File: src/rtl/hpcm_pkg.sv
package hpcm_pkg;

  typedef struct packed {
    logic [1:0]  kind;
    logic [1:0]  client_id;
    logic [9:0]  ocf;
    logic [5:0]  ogf;
    logic        reply_kind;
    logic [7:0]  evt_code;
    logic [7:0]  param_length;
    logic [7:0]  event_credits;
    logic [15:0] event_opcode;
    logic [7:0]  event_status;
  } in_t;

  typedef struct packed {
    logic [2:0]  outcome;
    logic [2:0]  slot;
    logic [1:0]  owner;
    logic [15:0] command_opcode;
    logic        matched_kind;
    logic [7:0]  reply_status;
    logic [7:0]  credits;
    logic [3:0]  pending;
  } out_t;

  typedef struct packed {
    logic [15:0] opcode;
    logic        reply_kind;
    logic [1:0]  owner;
  } entry_t;

  localparam int ENTRY_W = $bits(entry_t);

  typedef struct packed {
    logic load;
    logic rd_en;
    logic commit;
  } cmd_t;

  localparam logic [1:0] KIND_REG = 2'd0;
  localparam logic [1:0] KIND_EVT = 2'd1;
  localparam logic [1:0] KIND_REL = 2'd2;

  localparam logic [2:0] OUT_ACCEPTED = 3'd0;
  localparam logic [2:0] OUT_DUP      = 3'd1;
  localparam logic [2:0] OUT_FULL     = 3'd2;
  localparam logic [2:0] OUT_MATCHED  = 3'd3;
  localparam logic [2:0] OUT_NOMATCH  = 3'd4;
  localparam logic [2:0] OUT_RELEASED = 3'd5;

  localparam logic [7:0] EV_COMPLETE = 8'h0E;
  localparam logic [7:0] EV_STATUS   = 8'h0F;
  localparam logic [7:0] MIN_CPLT_LEN = 8'd3;

  localparam logic [7:0]  REPLY_COMPLETE = 8'd0;
  localparam logic        RK_COMPLETE = 1'b0;
  localparam logic        RK_STATUS   = 1'b1;

endpackage

File: src/rtl/hpcm_ram.sv
module hpcm_ram #(
  parameter int WIDTH = 8,
  parameter int DEPTH = 8,
  parameter int AW    = (DEPTH > 1) ? $clog2(DEPTH) : 1
) (
  input  logic             clk,
  input  logic             we,
  input  logic [AW-1:0]    waddr,
  input  logic [WIDTH-1:0] wdata,
  input  logic             re,
  input  logic [AW-1:0]    raddr,
  output logic [WIDTH-1:0] rdata
);

  logic [WIDTH-1:0] mem [DEPTH];
  logic [WIDTH-1:0] rdata_r;

  always_ff @(posedge clk) begin
    if (we) begin
      mem[waddr] <= wdata;
    end
    if (re) begin
      rdata_r <= mem[raddr];
    end
  end

  assign rdata = rdata_r;

endmodule

File: src/rtl/hpcm_ctrl.sv
module hpcm_ctrl import hpcm_pkg::*; #(
  parameter int SLOTS = 8,
  parameter int IW    = (SLOTS > 1) ? $clog2(SLOTS) : 1
) (
  input  logic          clk,
  input  logic          rst_n,
  input  logic          in_valid,
  output logic          in_stall,
  input  logic          out_free,
  output cmd_t          cmd,
  output logic [IW-1:0] rd_addr
);

  typedef enum logic [1:0] {
    S_IDLE,
    S_SCAN,
    S_DRAIN,
    S_COMMIT
  } state_t;

  state_t        state_r;
  logic [IW-1:0] idx_r;
  logic          last_idx;

  assign last_idx = (idx_r == IW'(SLOTS - 1));

  always_ff @(posedge clk) begin
    if (!rst_n) begin
      state_r <= S_IDLE;
      idx_r   <= '0;
    end else begin
      unique case (state_r)
        S_IDLE: begin
          idx_r <= '0;
          if (in_valid) begin
            state_r <= S_SCAN;
          end
        end
        S_SCAN: begin
          if (last_idx) begin
            state_r <= S_DRAIN;
          end else begin
            idx_r <= idx_r + IW'(1);
          end
        end
        S_DRAIN: begin
          state_r <= S_COMMIT;
        end
        S_COMMIT: begin
          if (out_free) begin
            state_r <= S_IDLE;
          end
        end
        default: begin
          state_r <= S_IDLE;
        end
      endcase
    end
  end

  assign in_stall   = (state_r != S_IDLE);
  assign cmd.load   = (state_r == S_IDLE) && in_valid;
  assign cmd.rd_en  = (state_r == S_SCAN);
  assign cmd.commit = (state_r == S_COMMIT) && out_free;
  assign rd_addr    = idx_r;

endmodule

File: src/rtl/hpcm_datapath.sv
module hpcm_datapath import hpcm_pkg::*; #(
  parameter int SLOTS = 8,
  parameter int IW    = (SLOTS > 1) ? $clog2(SLOTS) : 1
) (
  input  logic          clk,
  input  logic          rst_n,
  input  in_t           in_data,
  input  cmd_t          cmd,
  input  logic [IW-1:0] rd_addr,
  output logic          out_free,
  output logic          out_valid,
  input  logic          out_stall,
  output out_t          out_data
);

  localparam int CW = $clog2(SLOTS + 1);

  in_t           item_r;
  logic [SLOTS-1:0] valid_r;
  logic [CW-1:0] count_r;
  logic [7:0]    credits_r;

  logic          cmp_vld_r;
  logic [IW-1:0] cmp_idx_r;
  logic          hit_found_r;
  logic [IW-1:0] hit_idx_r;
  entry_t        hit_ent_r;
  logic          free_found_r;
  logic [IW-1:0] free_idx_r;

  logic          out_valid_r;
  out_t          out_data_r;

  entry_t        rd_ent;
  logic [ENTRY_W-1:0] rd_bits;
  entry_t        wr_ent;

  logic [15:0]   reg_opcode;
  logic          evt_cplt;
  logic          evt_stat;
  logic          search_en;
  logic          search_kind;
  logic [15:0]   search_opcode;
  logic          slot_valid;
  logic          hit;
  logic          rel_hit;

  out_t          res;
  logic          emit;
  logic          do_alloc;
  logic          do_free;
  logic          credit_upd;
  logic [CW-1:0] count_cm;

  // item decode
  assign reg_opcode = {item_r.ogf, item_r.ocf};
  assign evt_cplt   = (item_r.evt_code == EV_COMPLETE);
  assign evt_stat   = (item_r.evt_code == EV_STATUS);

  always_comb begin
    search_en     = 1'b0;
    search_kind   = RK_COMPLETE;
    search_opcode = item_r.event_opcode;
    unique case (item_r.kind)
      KIND_REG: begin
        search_en     = 1'b1;
        search_kind   = item_r.reply_kind;
        search_opcode = reg_opcode;
      end
      KIND_EVT: begin
        search_en   = (evt_cplt && (item_r.param_length >= MIN_CPLT_LEN)) || evt_stat;
        search_kind = evt_stat ? RK_STATUS : RK_COMPLETE;
      end
      default: begin
        search_en = 1'b0;
      end
    endcase
  end

  // slot scan, one entry per beat of the read port
  assign rd_ent     = entry_t'(rd_bits);
  assign slot_valid = cmp_vld_r && valid_r[cmp_idx_r];
  assign hit        = slot_valid && search_en && (rd_ent.reply_kind == search_kind) &&
                      (rd_ent.opcode == search_opcode);
  assign rel_hit    = slot_valid && (item_r.kind == KIND_REL) &&
                      (rd_ent.owner == item_r.client_id);

  hpcm_ram #(
    .WIDTH (ENTRY_W),
    .DEPTH (SLOTS),
    .AW    (IW)
  ) u_ram (
    .clk   (clk),
    .we    (cmd.commit && do_alloc),
    .waddr (free_idx_r),
    .wdata (wr_ent),
    .re    (cmd.rd_en),
    .raddr (rd_addr),
    .rdata (rd_bits)
  );

  assign wr_ent.opcode     = reg_opcode;
  assign wr_ent.reply_kind = item_r.reply_kind;
  assign wr_ent.owner      = item_r.client_id;

  always_ff @(posedge clk) begin
    if (cmd.load) begin
      item_r <= in_data;
    end
    cmp_idx_r <= rd_addr;
    if (hit && !hit_found_r) begin
      hit_idx_r <= cmp_idx_r;
      hit_ent_r <= rd_ent;
    end
    if (cmp_vld_r && !valid_r[cmp_idx_r] && !free_found_r) begin
      free_idx_r <= cmp_idx_r;
    end
    if (cmd.commit && emit) begin
      out_data_r <= res;
    end
  end

  always_ff @(posedge clk) begin
    if (!rst_n) begin
      cmp_vld_r    <= 1'b0;
      hit_found_r  <= 1'b0;
      free_found_r <= 1'b0;
    end else begin
      cmp_vld_r <= cmd.rd_en;
      if (cmd.load) begin
        hit_found_r  <= 1'b0;
        free_found_r <= 1'b0;
      end else begin
        if (hit) begin
          hit_found_r <= 1'b1;
        end
        if (cmp_vld_r && !valid_r[cmp_idx_r]) begin
          free_found_r <= 1'b1;
        end
      end
    end
  end

  // result and table update
  always_comb begin
    res        = '0;
    emit       = 1'b1;
    do_alloc   = 1'b0;
    do_free    = 1'b0;
    credit_upd = 1'b0;
    unique case (item_r.kind)
      KIND_REG: begin
        res.command_opcode = reg_opcode;
        if (count_r >= CW'(SLOTS)) begin
          res.outcome = OUT_FULL;
        end else if (hit_found_r) begin
          res.outcome = OUT_DUP;
        end else if (free_found_r) begin
          res.outcome = OUT_ACCEPTED;
          res.slot    = 3'(free_idx_r);
          do_alloc    = 1'b1;
        end else begin
          res.outcome = OUT_FULL;
        end
      end
      KIND_EVT: begin
        credit_upd = evt_cplt || evt_stat;
        if (hit_found_r) begin
          res.outcome        = OUT_MATCHED;
          res.slot           = 3'(hit_idx_r);
          res.owner          = hit_ent_r.owner;
          res.command_opcode = hit_ent_r.opcode;
          res.matched_kind   = hit_ent_r.reply_kind;
          res.reply_status   = evt_stat ? item_r.event_status : REPLY_COMPLETE;
          do_free            = 1'b1;
        end else begin
          res.outcome = OUT_NOMATCH;
        end
      end
      KIND_REL: begin
        res.outcome = OUT_RELEASED;
      end
      default: begin
        emit = 1'b0;
      end
    endcase
    if (do_alloc) begin
      count_cm = count_r + CW'(1);
    end else if (do_free) begin
      count_cm = count_r - CW'(1);
    end else begin
      count_cm = count_r;
    end
    res.credits = credit_upd ? item_r.event_credits : credits_r;
    res.pending = 4'(count_cm);
  end

  always_ff @(posedge clk) begin
    if (!rst_n) begin
      valid_r     <= '0;
      count_r     <= '0;
      credits_r   <= '0;
      out_valid_r <= 1'b0;
    end else begin
      if (rel_hit) begin
        valid_r[cmp_idx_r] <= 1'b0;
        count_r            <= count_r - CW'(1);
      end
      if (cmd.commit) begin
        count_r <= count_cm;
        if (do_alloc) begin
          valid_r[free_idx_r] <= 1'b1;
        end
        if (do_free) begin
          valid_r[hit_idx_r] <= 1'b0;
        end
        if (credit_upd) begin
          credits_r <= item_r.event_credits;
        end
        out_valid_r <= emit;
      end else if (out_valid_r && !out_stall) begin
        out_valid_r <= 1'b0;
      end
    end
  end

  assign out_free  = !out_valid_r || !out_stall;
  assign out_valid = out_valid_r;
  assign out_data  = out_data_r;

endmodule

File: src/rtl/hci_pending_command_matcher_unit.sv
// Pending HCI command table with SLOTS entries. A register beat claims the lowest free
// slot unless the table is full or the same opcode and reply kind is already pending; an
// event beat with a complete or status code updates the command credits and retires the
// lowest matching slot; a release beat frees every slot of one client. A beat is taken in
// the idle state; the scan state then reads the table RAM one slot per cycle, the drain
// state compares the last slot, and the commit state updates the table and loads the
// result register. The commit state waits for as long as an earlier result is still held
// in the output register by out_stall. A finished result waits in the output register
// while the next beat is accepted and scanned; kind 3 beats are taken and give no result.
module hci_pending_command_matcher_unit import hpcm_pkg::*; #(
  parameter int SLOTS = 8
) (
  input  logic clk,
  input  logic rst_n,
  input  logic in_valid,
  output logic in_stall,
  input  in_t  in_data,
  output logic out_valid,
  input  logic out_stall,
  output out_t out_data
);

  localparam int IW = (SLOTS > 1) ? $clog2(SLOTS) : 1;

  cmd_t          cmd;
  logic [IW-1:0] rd_addr;
  logic          out_free;

  hpcm_ctrl #(
    .SLOTS (SLOTS),
    .IW    (IW)
  ) u_ctrl (
    .clk      (clk),
    .rst_n    (rst_n),
    .in_valid (in_valid),
    .in_stall (in_stall),
    .out_free (out_free),
    .cmd      (cmd),
    .rd_addr  (rd_addr)
  );

  hpcm_datapath #(
    .SLOTS (SLOTS),
    .IW    (IW)
  ) u_datapath (
    .clk       (clk),
    .rst_n     (rst_n),
    .in_data   (in_data),
    .cmd       (cmd),
    .rd_addr   (rd_addr),
    .out_free  (out_free),
    .out_valid (out_valid),
    .out_stall (out_stall),
    .out_data  (out_data)
  );

endmodule

File: config.mk
export PLATFORM = sky130hd
export DESIGN_NAME = hci_pending_command_matcher_unit
export DESIGN_NICKNAME = d
export VERILOG_FILES = /design/src/rtl/hpcm_pkg.sv /design/src/rtl/hpcm_ram.sv /design/src/rtl/hpcm_ctrl.sv /design/src/rtl/hpcm_datapath.sv /design/src/rtl/hci_pending_command_matcher_unit.sv
export SDC_FILE = /design/constraint.sdc
export NUM_CORES = 1
export LEC_CHECK = 0
export BUFFER_PORTS_ARGS = -buffer_cell sky130_fd_sc_hd__buf_2
export CAP_MARGIN = 20
export CORE_MARGIN = 3
export CORE_UTILIZATION = 45
export DETAILED_ROUTE_END_ITERATION = 8
export SLEW_MARGIN = 20
export SYNTH_ARGS = -nofsm -noshare
export SYNTH_HDL_FRONTEND = slang
export SYNTH_SLANG_ARGS = --single-unit
File: constraint.sdc
create_clock -name clk -period 13.1 [get_ports clk]
set_clock_uncertainty 0.1 [all_clocks]
set_input_delay 3.93 -clock clk [delete_from_list [all_inputs] [get_ports clk]]
set_output_delay 3.93 -clock clk [all_outputs]
set_load 0.005 [all_outputs]
# --- Word level (Yosys, flattened, before mapping) ---
# Memory sizes are Yosys's and may differ from the RTL's. A register that Yosys moved wholly into a read port is not among the register bits.
# Index checks and enable logic that the tools add are counted.
op_classes:
  add_sub_neg: 3
  n_eq_ne: 15
  reduce_logical: 38
  mux: 54
  magnitude_cmp: 8
  bitwise_logic: 6
op_table:
  columns: ["cell", "count"]
  rows:
  - ["$mux W8", 9]
  - ["$pmux W16 S2", 1]
  - ["$mux W30", 1]
  - ["$mux W3", 7]
  - ["$logic_and A1 B1 Y1", 18]
  - ["$mux W1", 17]
  - ["$and A8 B8 Y8", 2]
  - ["$eq A16 B16 Y1", 1]
  - ["$eq A8 B4 Y1 const B", 2]
  - ["$mux W16", 1]
  - ["$mux W4", 4]
  - ["$not A8 Y8", 2]
  - ["$lt A3 B4 Y1 const B", 3]
  - ["$pmux W3 S2", 2]
  - ["$demux W1 S3", 3]
  - ["$ge A3 B1 Y1 const B", 3]
  - ["$pmux W3 S3", 1]
  - ["$ge A8 B2 Y1 const B", 1]
  - ["$mux W2", 4]
  - ["$or A8 B8 Y8", 1]
  - ["$pmux W2 S4", 1]
  - ["$reduce_bool A2 Y1", 4]
  - ["$eq A2 B2 Y1 const B", 3]
  - ["$ne A2 B2 Y1 const B", 3]
  - ["19 further kinds", 30]
totals:
  input_bits: 73
  ramBits: 152
  wordCells: 158
  mem_count: 1
  out_inout_bits: 47
  reg_bits: 171
memory_table:
  columns: ["memory", "depth", "width", "read_ports", "rd_ports_with_merged_regs", "write_ports", "line", "rtl"]
  rows:
  - ["u_datapath.u_ram.mem", 8, 19, 1, 1, 1, "hpcm_ram.sv:15", "logic [WIDTH-1:0] mem [DEPTH];"]

# --- Depth between registers and ports, before layout ---
logic_depth:
  word_depth: 15
  mapped_depth: 8
  depth_no_buf: 8

# --- Modules after synthesis ---
# Synthesis repeated with hierarchy kept, for this count alone.
hier_totals:
  hier_cells: 756
  area_unflattened_um2: 13412.9
modules_own_cells:
  columns: ["module", "cells_per_inst", "seq_area_each_um2", "area_per_inst_um2", "n_inst"]
  rows:
  - ["hpcm_datapath", 469, 4714.5, 6631.4, 1]
  - ["hpcm_ram", 251, 5134.9, 6449.9, 1]
  - ["hpcm_ctrl", 36, 100.1, 331.6, 1]

# --- Worst setup path after synthesis ---
# OpenSTA, ideal clock, no wires.
synth_path:
  path_type: "input port to flip-flop"
  start: "input port in_valid"
  end: "register u_datapath.item_r[0] (netlist bit) (enable)"
  required_time_ps: 12502
  stages: 2
  arrival_ps: 6882
  n_path_buf: 0
  setup_ps: 498
  path_slack_ps: 5620
  cell_sequence: "inv_1 -> nor2_1"
synth_lines:
  columns: ["element", "line", "rtl"]
  rows:
  - ["start: declaration", "hci_pending_command_matcher_unit.sv:15", "input logic in_valid,"]
  - ["end signal: assignment", "hpcm_datapath.sv:108", "item_r <= in_data;"]
  - ["end: declaration", "hpcm_datapath.sv:18", "in_t item_r;"]

# --- Final worst setup path ---
layout_path:
  start: "register u_ctrl.state_r[0]"
  end: "output port in_stall"
layout_between:
  elab_chain_len: 1
layout_rtl:
  columns: ["element", "line", "rtl"]
  rows:
  - ["start: declaration", "hpcm_ctrl.sv:21", "state_t state_r;"]
  - ["start signal: assignment", "hpcm_ctrl.sv:29", "state_r <= S_IDLE;"]
  - ["start signal: assignment", "hpcm_ctrl.sv:36", "state_r <= S_SCAN;"]
  - ["start signal: assignment", "hpcm_ctrl.sv:41", "state_r <= S_DRAIN;"]
  - ["$reduce_bool A2 Y1", "hpcm_ctrl.sv:61", "assign in_stall = (state_r != S_IDLE);"]
  - ["end: declaration", "hci_pending_command_matcher_unit.sv:16", "output logic in_stall,"]
# Every way passes these cells.

==> results.ini <==
[detailed_routing]
routed_via_density = 5.467
dr.pass1.iters = 5
dr_total_vias = 7118
drt-total-wl_mm = 29.94
drt_iter0_drc = 547
ant_nets = 0
wire_per_inst_microns = 23.00
drc = 0

[setup_path]
worstSetupEndpointType = primary output
cp-start-kind = flop
reg2reg_depth = 6
crit_type = flop to primary output
timing.rr.start = u_datapath.item_r[68]
worst-endpoint-arrival_ps = 1560
rrSetupSlack_ps = 9220
critPathMaxFanout = 4
r2r-end = u_datapath.hit_ent_r[4]
required_ps = 9070

[yosys]
ys_types = 66
synthCells = 748
synth-main-ff-cell = edfxtp_1
netlist_area_sq_um = 13250
synth_edf_count = 310
syn_nets = 829
ys_ff_latch = 342
synth-async-reset-ratio_pct = 0
seq_area_frac_synth_pct = 75.10
ys_warn_count = 0
syn_avg_cell_area_sq_um = 17.71

[cts]
cts-buffers-inserted = 37
cts.path.max_buffers = 3
cts-resized-gates = 0
insertion_delay_ps = 530
clk_pin_slew_ps = 50
hold_buffers = 0
cts_root_buffer = clkbuf_16
h-tree-depth = 2
post-cts-setup-buffers = 0
cts_tree = built
clock_sinks = 342

[cells_and_area]
nNetsFinal = 970
stdcell_count = 1302
final_common_cell = edfxtp_1
n_antenna_cell = 0
layout_common_cells = edfxtp_1, buf_2, nand2_1, clkbuf_16, mux4_2
fill_cells = 2344
area_growth_pct = 17.18
drive_gt1_share_pct = 28.65

[timing]
fmax_ghz = 0.1790
post-route-period-util_pct = 42.65
fin_tns_setup_ps = 0
period_needed_ps = 5587
maxSlewViolCount = 0
setup_viol = 0
hold_ws_ps = 349.5
hold_viol_final = 0
worst_pin_slew_ps = 892.8
slew_headroom_pct = 40.48
rsz0062_at_grt = no
setup_ws_ps = 7513

[power]
p_total_w = 0.002840
p_switching_w = 0.0007321
switching_share_pct = 25.78
p_comb_share_pct = 13.1
ir_drop_uv = 124.7
power_frac_seq_pct = 51.2
internal-power_w = 0.002108
p_per_area_nw_per_um2 = 183.0
pwr-share-clk_pct = 35.7
p_leak_nw = 5.217

[grt]
gr-usage-met1_pct = 26.11
grt-busiest-layer = met2
grt_antenna_before_repair = 0
grt_first_pass_wirelength_mm = 44.15
grt-ovfl-total = 0
grtUsageMet3_pct = 4.236
grt_usage_pct = 18.90
grt_start_max_net_pins = 44
met2_usage_pct = 30.78
grt_pass1_vias = 7034

[floorplanning]
initial_core_util_pct = 45.91
die_area_sq_um = 31530
rows = 62
core_sq_um = 28860
die_w_microns = 177.6
die_y_microns = 177.6
io_pins = 120

[worst_hold_path]
min_path_type = flop to flop
holdPathEnd = u_datapath.credits_r[2]
holdCritStartpoint = u_datapath.credits_r[2]
hold_path_depth = 2

[place]
pre_cts_slack_ps = 6668
place_congestion = 0.7985
dp_hpwl_mm = 18.93
port_buffers = 119
numPlacedInstances = 1234

[run_status]
outcome = complete, no violations

[job]
maxCapViolCount = 0

==> power groups by stage <==
stage	Clock, W	Combinational [W]	Sequential (W)
2_1_floorplan	0	0.000259	0.00143
5_1_grt	0.00108	0.000411	0.00147
3_3_place_gp	0	0.000377	0.00148
6_report	0.00101	0.000371	0.00145
4_1_cts	0.00104	0.000382	0.00146
3_5_place_dp	0	0.000380	0.00148
==> metrics by stage <==
stage | util [%] | cell area (sq um)
final | 53.79 | 15520
after global routing | 53.79 | 15520
after CTS | 53.78 | 15520
after detailed placement | 49.66 | 14330
after global placement | 49.64 | 14330
after floorplan | - | 13250
==> cell type report <==
class	count	area (sq um)	area share, %
Inverter	19	71.32	0.4594
Sequential cell	342	9952	64.11
Clock inverter	18	161.4	1.040
Clock buffer	50	1027	6.617
Timing Repair Buffer	133	700.7	4.514
Multi-Input combinational cell	356	3131	20.17
Tap cell	384	480.5	3.095
==> how the worst max path moves through the flow <==
stage	startpoint	end	slack, ps	depth (start not counted)
after global placement	out_stall	u_datapath.u_ram.mem[5][4]	6750	5
after detailed placement	out_stall	u_datapath.u_ram.mem[5][3]	6670	5
after floorplan	in_valid	u_datapath.item_r[0]	5620	2
final	u_ctrl.state_r[0]	in_stall	7510	4
after global routing	out_stall	u_datapath.u_ram.mem[5][2]	7390	5
after CTS	out_stall	u_datapath.u_ram.mem[5][1]	7210	5
==> Yosys cell counts, drive strengths merged (2+ instances only) <==
cell type | instances | area, sq um
a32oi | 2 | 17.52
nor4 | 3 | 18.77
edfxtp | 310 | 9309
a22oi | 3 | 22.52
nand4b | 2 | 17.52
o22ai | 5 | 31.28
o211ai | 3 | 22.52
o31a | 3 | 26.28
a21oi | 15 | 75.07
mux2 | 27 | 304.1
nor2b | 10 | 62.56
clkbuf | 16 | 60.06
nand3 | 18 | 90.09
o2111ai | 2 | 17.52
o31ai | 3 | 22.52
inv | 18 | 67.56
nor3 | 8 | 40.04
mux4 | 38 | 855.8
o21ai | 14 | 70.07
nand2b | 12 | 75.07
nor3b | 4 | 30.03
dfxtp | 32 | 640.6
ha | 8 | 100.1
nor2 | 28 | 117.6
mux2i | 10 | 100.1
o21a | 2 | 15.01
o221a | 4 | 45.04
a22o | 10 | 87.58
nand2 | 39 | 146.4
o221ai | 6 | 52.55
xnor2 | 14 | 122.6
and2 | 14 | 87.58
xor2 | 4 | 35.03
a31oi | 3 | 18.77
or3 | 4 | 25.02
or3b | 2 | 17.52
a41oi | 3 | 26.28
a2111oi | 2 | 30.03
a21boi | 9 | 67.57
nand4 | 4 | 25.02
buf | 15 | 97.59
or2 | 4 | 25.02
==> logic make-up after synthesis <==
logic type	Yosys count	share of synthesized area, %
adder cells (fa/ha/maj)	8	0.7556
multiplexers	75	9.511
flip-flops	342	75.10
AND/OR/NAND/NOR	160	6.385
buffers and inverters	50	1.728
AO/OA/AOI/OAI	95	5.327
XOR/XNOR	18	1.190
==> sequential cells by signal, indices dropped and copies added (netlist names) <==
name,cells
u_datapath.u_ram.mem,152
u_datapath.item_r,69
u_datapath.out_data,45
u_datapath.hit_ent_r,19
u_datapath.u_ram.rdata,19
u_datapath.credits_r,8
u_datapath.valid_r,8
u_datapath.count_r,4
u_ctrl.rd_addr,3
u_datapath.cmp_idx_r,3
u_datapath.free_idx_r,3
u_datapath.hit_idx_r,3
u_ctrl.state_r,2
u_datapath.cmp_vld_r,1
u_datapath.free_found_r,1
u_datapath.hit_found_r,1
u_datapath.out_valid,1
==> worst max-delay path, cell delays in order (launching register included) <==
cell     delay [ps]
dfxtp_1         380
inv_1            90
ha_1            260
inv_1           170
buf_2           140
==> metal layers <==
| layer | wire [microns] | part of all wire [%] | vias up |
|---|---|---|---|
| met2 | 14430 | 48 | 255 |
| met4 | 539 | 1.8 | 0 |
| li1 | - | - | 3236 |
| met3 | 2061 | 6.9 | 40 |
| met5 | 0 | 0 | - |
| met1 | 12910 | 43 | 3587 |
(Power assumes the default switching activity.)
